`src/sv/mpfa_pkg.sv`:
```
`default_nettype none
// ----------------------------------------------------------------------------
// mpfa_pkg
// shared constants, types and helpers for the three-pool free-list allocator
// ----------------------------------------------------------------------------
package mpfa_pkg;

    // pool geometry
    localparam int POOL_COUNT      = 3;
    localparam int SLOTS           = 16;
    localparam int PURE_ENTRIES    = 16;
    localparam int COMMON_ENTRIES  = 16;
    localparam int DYNAMIC_ENTRIES = 16;

    localparam int LINK_DEPTH = POOL_COUNT * SLOTS;
    localparam int LINK_AW    = $clog2(LINK_DEPTH);

    // end of list marker
    localparam logic [4:0] NIL = 5'd16;

    // commands
    localparam logic CMD_ALLOC   = 1'b0;
    localparam logic CMD_RELEASE = 1'b1;

    // pool selectors
    localparam logic [1:0] POOL_PURE    = 2'd0;
    localparam logic [1:0] POOL_COMMON  = 2'd1;
    localparam logic [1:0] POOL_DYNAMIC = 2'd2;
    // pool selector with no pool behind it
    localparam logic [1:0] POOL_BAD = 2'd3;

    // result status codes
    localparam logic [1:0] STAT_OK    = 2'd0;
    localparam logic [1:0] STAT_EMPTY = 2'd1;
    localparam logic [1:0] STAT_FULL  = 2'd2;
    localparam logic [1:0] STAT_BAD   = 2'd3;

    // link memory ports
    typedef struct packed {
        logic               en;
        logic [LINK_AW-1:0] addr;
    } link_rd_t;

    typedef struct packed {
        logic               en;
        logic [LINK_AW-1:0] addr;
        logic [4:0]         data;
    } link_wr_t;

    function automatic logic [4:0] pool_size(input logic [1:0] p);
        logic [4:0] n;
        case (p)
            POOL_PURE:   n = 5'(PURE_ENTRIES);
            POOL_COMMON: n = 5'(COMMON_ENTRIES);
            default:     n = 5'(DYNAMIC_ENTRIES);
        endcase
        return n;
    endfunction

    // link value of an entry after reset: next entry, or end of list
    function automatic logic [4:0] link_reset(input logic [LINK_AW-1:0] addr);
        logic [4:0] n;
        logic [4:0] nxt;
        n   = pool_size(addr[LINK_AW-1:4]);
        nxt = {1'b0, addr[3:0]} + 5'd1;
        return (nxt < n) ? nxt : NIL;
    endfunction

endpackage
`default_nettype wire

```
`src/sv/mpfa_link_mem.sv`:
```
`default_nettype none
// ----------------------------------------------------------------------------
// mpfa_link_mem
// link table memory, one read and one write port, registered read data;
// per-entry valid bits make unwritten entries read as their reset link
// ----------------------------------------------------------------------------
module mpfa_link_mem (
    input  wire logic               aclk,
    input  wire logic               aresetn,
    input  wire mpfa_pkg::link_rd_t rd,
    input  wire mpfa_pkg::link_wr_t wr,
    output logic [4:0]              rd_data
);

    logic [4:0]                      mem [mpfa_pkg::LINK_DEPTH];
    logic [mpfa_pkg::LINK_DEPTH-1:0] vld_reg;
    logic [4:0]                      data_reg;
    logic [4:0]                      init_reg;
    logic                            hit_reg;

    always_ff @(posedge aclk) begin
        if (wr.en) begin
            mem[wr.addr] <= wr.data;
        end
        if (rd.en) begin
            data_reg <= mem[rd.addr];
            init_reg <= mpfa_pkg::link_reset(rd.addr);
            hit_reg  <= vld_reg[rd.addr];
        end
    end

    always_ff @(posedge aclk) begin
        if (!aresetn) begin
            vld_reg <= '0;
        end else if (wr.en) begin
            vld_reg[wr.addr] <= 1'b1;
        end
    end

    assign rd_data = hit_reg ? data_reg : init_reg;

endmodule
`default_nettype wire

```
`src/sv/multi_pool_free_list_allocator.sv`:
```
`default_nettype none
// ----------------------------------------------------------------------------
// multi_pool_free_list_allocator
// three fixed-size block pools, each a singly linked free list
// ----------------------------------------------------------------------------
// Each command word allocates the head block of a pool or pushes a released
// block back on the front of its list, and answers with exactly one result
// word carrying status, the pool, the granted block and the free count left.
// A command is accepted in IDLE, where the link of the current head is read
// from the link memory (registered read data); in EXEC the block updates
// head, used count and link and loads the result register, then returns to
// IDLE and takes the next command. It takes no new command before the last
// is through, as an allocation must see the link memory read before
// the new head is known. A result waiting on m_tready stalls the update cycle
// only. Errors (empty pool, release into a full pool, index beyond the pool,
// unknown pool) leave all state as it was. The link table needs no clearing
// pass: valid bits make unwritten entries read as their reset link.
// ----------------------------------------------------------------------------
module multi_pool_free_list_allocator (
    input  wire logic        aclk,
    input  wire logic        aresetn,
    // command channel
    input  wire logic        s_tvalid,
    output logic             s_tready,
    input  wire logic [7:0]  s_tdata,   // [3:0] entry_index, [7:4] zero
    input  wire logic [2:0]  s_tuser,   // [0] cmd, [2:1] pool_select
    // result channel
    output logic             m_tvalid,
    input  wire logic        m_tready,
    output logic [15:0]      m_tdata,   // [3:0] granted_index, [8:4] free_count
    output logic [3:0]       m_tuser    // [1:0] status, [3:2] pool_echo
);

    typedef enum logic {IDLE, EXEC} state_t;

    state_t              state_reg;
    logic                m_valid_reg;
    logic [15:0]         m_tdata_reg;
    logic [3:0]          m_tuser_reg;

    // captured command
    logic                cmd_reg;
    logic [1:0]          pool_reg;
    logic [3:0]          idx_reg;

    // per-pool state, kept in flops (three entries)
    logic [4:0]          head_reg [mpfa_pkg::POOL_COUNT];
    logic [4:0]          used_reg [mpfa_pkg::POOL_COUNT];

    mpfa_pkg::link_rd_t  link_rd;
    mpfa_pkg::link_wr_t  link_wr;
    logic [4:0]          link_data;

    logic                s_accept;
    logic                in_cmd;
    logic [1:0]          in_pool;
    logic [3:0]          in_idx;
    logic [4:0]          in_head;

    // update cycle
    logic                go;
    logic [4:0]          cur_head;
    logic [4:0]          cur_used;
    logic [4:0]          pool_n;
    logic [1:0]          res_status;
    logic [3:0]          res_grant;
    logic [4:0]          res_free;
    logic                upd_en;
    logic [4:0]          head_next;
    logic [4:0]          used_next;

    assign in_cmd  = s_tuser[0];
    assign in_pool = s_tuser[2:1];
    assign in_idx  = s_tdata[3:0];

    assign s_tready = (state_reg == IDLE);
    assign s_accept = s_tvalid && s_tready;

    assign in_head = (in_pool == mpfa_pkg::POOL_BAD) ? 5'd0 : head_reg[in_pool];

    // read the head's link on accept; only allocations need it
    always_comb begin
        link_rd.en   = s_accept && (in_cmd == mpfa_pkg::CMD_ALLOC)
                       && (in_pool != mpfa_pkg::POOL_BAD);
        link_rd.addr = {in_pool, in_head[3:0]};
    end

    mpfa_link_mem u_link (
        .aclk    (aclk),
        .aresetn (aresetn),
        .rd      (link_rd),
        .wr      (link_wr),
        .rd_data (link_data)
    );

    // update cycle proceeds once the result register is free
    assign go = (state_reg == EXEC) && (!m_valid_reg || m_tready);

    always_comb begin
        cur_head   = (pool_reg == mpfa_pkg::POOL_BAD) ? 5'd0 : head_reg[pool_reg];
        cur_used   = (pool_reg == mpfa_pkg::POOL_BAD) ? 5'd0 : used_reg[pool_reg];
        pool_n     = mpfa_pkg::pool_size(pool_reg);
        res_status = mpfa_pkg::STAT_OK;
        res_grant  = 4'd0;
        upd_en     = 1'b0;
        head_next  = cur_head;
        used_next  = cur_used;
        link_wr.en   = 1'b0;
        link_wr.addr = {pool_reg, idx_reg};
        link_wr.data = cur_head;

        if (pool_reg == mpfa_pkg::POOL_BAD) begin
            res_status = mpfa_pkg::STAT_BAD;
        end else if (cmd_reg == mpfa_pkg::CMD_ALLOC) begin
            if (cur_used >= pool_n || cur_head[4]) begin
                res_status = mpfa_pkg::STAT_EMPTY;
            end else begin
                // pop head
                res_grant = cur_head[3:0];
                upd_en    = 1'b1;
                head_next = link_data;
                used_next = cur_used + 5'd1;
            end
        end else begin
            if (cur_used == 5'd0) begin
                res_status = mpfa_pkg::STAT_FULL;
            end else if ({1'b0, idx_reg} >= pool_n) begin
                res_status = mpfa_pkg::STAT_BAD;
            end else begin
                // push released block on the front
                upd_en     = 1'b1;
                link_wr.en = go;
                head_next  = {1'b0, idx_reg};
                used_next  = cur_used - 5'd1;
            end
        end

        if (pool_reg == mpfa_pkg::POOL_BAD) begin
            res_free = 5'd0;
        end else begin
            res_free = (pool_n >= used_next) ? (pool_n - used_next) : 5'd0;
        end
    end

    always_ff @(posedge aclk) begin
        if (!aresetn) begin
            state_reg   <= IDLE;
            m_valid_reg <= 1'b0;
            for (int p = 0; p < mpfa_pkg::POOL_COUNT; p++) begin
                head_reg[p] <= 5'd0;
                used_reg[p] <= 5'd0;
            end
        end else begin
            // result word taken and no new one loaded this cycle
            if (m_tready && !go) begin
                m_valid_reg <= 1'b0;
            end
            unique case (state_reg)
                IDLE: begin
                    if (s_accept) begin
                        cmd_reg   <= in_cmd;
                        pool_reg  <= in_pool;
                        idx_reg   <= in_idx;
                        state_reg <= EXEC;
                    end
                end
                EXEC: begin
                    if (go) begin
                        if (upd_en) begin
                            head_reg[pool_reg] <= head_next;
                            used_reg[pool_reg] <= used_next;
                        end
                        m_valid_reg <= 1'b1;
                        m_tdata_reg <= {7'd0, res_free, res_grant};
                        m_tuser_reg <= {pool_reg, res_status};
                        state_reg   <= IDLE;
                    end
                end
                default: state_reg <= IDLE;
            endcase
        end
    end

    assign m_tvalid = m_valid_reg;
    assign m_tdata  = m_tdata_reg;
    assign m_tuser  = m_tuser_reg;

endmodule
`default_nettype wire

```
`config.mk`:
```
export PLATFORM = sky130hd
export DESIGN_NAME = multi_pool_free_list_allocator
export DESIGN_NICKNAME = d
export VERILOG_FILES = /design/src/sv/mpfa_pkg.sv /design/src/sv/mpfa_link_mem.sv /design/src/sv/multi_pool_free_list_allocator.sv
export SDC_FILE = /design/constraint.sdc
export NUM_CORES = 1
export LEC_CHECK = 0
export BUFFER_PORTS_ARGS = -buffer_cell sky130_fd_sc_hd__buf_2
export CAP_MARGIN = 5
export CORE_MARGIN = 2
export CORE_UTILIZATION = 43
export CTS_BUF_LIST = sky130_fd_sc_hd__clkbuf_8
export CTS_CLUSTER_DIAMETER = 150
export DETAILED_ROUTE_END_ITERATION = 16
export GPL_TIMING_DRIVEN = 0
export PLACE_DENSITY = 0.65
export SLEW_MARGIN = 0
export SYNTH_ARGS = -nofsm -noshare
export SYNTH_HDL_FRONTEND = slang
export SYNTH_SLANG_ARGS = --single-unit
```
`constraint.sdc`:
```
create_clock -name aclk -period 4.82 [get_ports aclk]
set_input_delay 0.241 -clock aclk [delete_from_list [all_inputs] [get_ports aclk]]
set_output_delay 0.241 -clock aclk [all_outputs]
set_load 0.01 [all_outputs]
```
==> impl_metrics.tcl <==
set metrics [dict create \
    via_per_inst 5.68 \
    cp_slowest_cell "nor4_1" \
    ios 37 \
    crit_path_cell_trace "dlygate4sd3_1 > buf_2 > buf_2 > mux2_2 > a21oi_1 > buf_2 > clkbuf_1 > a21oi_1 > a32oi_1 > o22ai_1 > nor4_1 > o221a_2" \
    yosys.area_share.xor_xnor_pct 0.290 \
    core-area_sq_um 34500 \
    io_buffers 24 \
    ff2ff_setup_slack_ps 920 \
    rsz0062_at_grt "false" \
    h-tree-depth 2 \
    finalCritPeriodShare_pct 85.4 \
    grt_use_total_pct 21.4 \
    p_per_area_nw_per_um2 389 \
    r2r_start "head_reg[2][0]" \
    wl_per_cell_um 21.6 \
    ant_nets 0 \
    die_y_um 191 \
    yosys_most_used_dff "edfxtp_1" \
    dieArea_sq_um 36600 \
    hold_class "in -> reg" \
    rows 68 \
    overflow 0 \
    yosys.area.top_type_share_pct 61.9 \
    yosysTopAreaCell "edfxtp_1" \
    syn-cell-area_sq_um 15100 \
    critPathMaxFanout 10 \
    avgSynthCellArea_sq_um 12.7 \
    diodes 0 \
    cts_buffers 55 \
    start_util_pct 43.7 \
    synth_area_leaders "edfxtp_1 (62%), dfxtp_1 (6.9%), nand2_1 (6.2%)" \
    multi_input_area_sq_um 4340 \
    finalSetupViolations 0 \
    critPathLaunchType "input pin" \
    synth-seq-cells 363 \
    arrival_ps 4580 \
    largest_reg_flops 240 \
    first_pass_iters 7 \
    worst_path_largest_cell_delay_ps 700 \
    status "finished clean" \
    n_fill_cell 3041 \
    antenna_found_initial 1 \
    vias 10200 \
    crit_required_ps 5290 \
    synth_compound_area_share_pct 10.7 \
    wirelength_um 38900 \
    tightest_slew_ps 1200 \
    crit_buf_inv 5 \
    period_needed_ps 4120 \
    dpl_worst_slack_ps 806 \
    place.gp.congestion 0.851 \
    synth_simple_gate_area_share_pct 13.1 \
    netlist_top_cells_count "edfxtp_1 (311), nand2_1 (251), nor2_1 (95)" \
    timing.final.max_slew_violations 0 \
    synth_top_family_by_area "simple AND/OR/NAND/NOR gates" \
    synthArstFlopShare_pct 0 \
    synth_fa_ha_area_share_pct 0.497 \
    p_leak_nw 6.02 \
    cts_tree "done" \
    synth_warnings 0 \
    synth_edf_count 311 \
    ff_latch_area_sq_um 10400 \
    hpwlAfterDp_um 26300 \
    fp.dieW_um 191 \
    synth.distinct_cells 67 \
    min_from "aresetn" \
    hold_buffers 8 \
    fin_setup_tns_ps 0 \
    clock-skew-final_ps 27.5 \
    clock_sinks 363 \
    cp_top_family "buffers and inverters" \
    post_cts_buffers 0 \
    worstSetupEndpointType "register" \
    relSlewSlack_pct 20.0 \
    final_cell_area_sq_um 17100 \
    cts_buffer_depth 3 \
    remaining_drc_errors 0 \
    startpoint "s_tuser[2]" \
    synthMuxAreaShare_pct 3.61 \
    cts_root_buffer "clkbuf_8" \
    grt_max_degree 49 \
    crit_top_cell "buf_2" \
    cts.clk_slew.worst_paths_ps 60 \
    grt_pass1_vias 10100 \
    area_growth_pct 13.5 \
    ys_seq_area_share_pct 68.8 \
    setup_slack_ps 703 \
    nets 1317 \
    ir_drop_mv 0.193 \
    grt_pass1_wl_um 58400 \
    max_freq_ghz 0.243 \
    cts_resized 0 \
    cap_viol_max_count 0 \
    clkLatencyLatePin_ps 610 \
    drive_gt1_share_pct 13.0 \
    placed_area_sq_um 15900 \
    drtIter0Drc 1261 \
    synth_most_common_cell "edfxtp_1" \
    path_class "in -> reg" \
    hold_viol 0 \
    syn_inst 1187 \
]
stage by stage:
step | utilization, % | hold WS, ps | total power, W | std cells
after floorplan | - | 340 | 0.00397 | 1203
after global placement | 45.9 | 422 | 0.00419 | 1682
after detailed placement | 46.1 | 419 | 0.00421 | 1686
after CTS | 49.6 | 70.3 | 0.00670 | 1798
after global routing | 49.6 | 112 | 0.00689 | 1798
final | 49.6 | 117 | 0.00667 | 1798
area by class of cell:
class | count | share of cell area (%)
flip-flops and latches | 363 | 60.6
multi-input cells | 742 | 25.3
clock buffers | 66 | 5.30
well taps | 455 | 3.32
plain buffers | 78 | 2.13
repair buffers | 36 | 1.68
clock inverters | 38 | 1.23
inverters | 20 | 0.438
cell families after synthesis:
kind of cell,Yosys count
and+or+nand+nor,461
adders and majority gates,6
DFF,363
AOI/OAI and AO/OA,217
muxes,36
buffers and inverters,98
xor gates and xnor gates,5
other,1
placed cells by master, fill, tap and decap left out, types with 4 or more instances in the layout:
cell type / count
nor2b_1: 6
o221a_2: 5
dfxtp_1: 52
and3_1: 14
buf_1: 11
nor4_1: 6
clkinv_1: 11
o22ai_1: 20
a311o_1: 5
inv_1: 37
o21a_1: 50
nand3_1: 46
mux2i_1: 18
edfxtp_1: 311
nand2_1: 251
a31o_2: 5
nor2_1: 95
ha_1: 6
a21oi_1: 49
nor3_1: 8
a32oi_1: 40
clkbuf_1: 35
buf_4: 8
or3_1: 6
a311oi_1: 8
mux4_2: 12
dlygate4sd3_1: 8
clkbuf_8: 66
and2_2: 5
mux2_2: 4
buf_2: 45
o21ai_0: 7
and2_1: 10
conb_1: 17
report_power, final:
part | leakage [nW] | switching (W) | internal (W)
registers | 3.30 | 0.0000144 | 0.00349
clock network | 0.643 | 0.00117 | 0.00135
logic | 2.08 | 0.000445 | 0.000208
total | 6.02 | 0.00163 | 0.00504
final timing paths:
| check | depth (start not counted) | to |
|---|---|---|
| min | 2 | state_reg |
| min reg2reg | 1 | u_link.vld_reg[14] |
| max | 12 | u_link.data_reg[0] |
| max reg2reg | 9 | u_link.data_reg[0] |
routing by layer:
layer / routed length [um] / up-vias / GRT usage (%)
met5: 0 / - / 0
met4: 1100 / 0 / 6.78
met3: 3310 / 93 / 4.15
met2: 18100 / 485 / 34.8
met1: 16400 / 5019 / 29.0
li1: - / 4614 / -
Power figures use the tool's default switching activity.
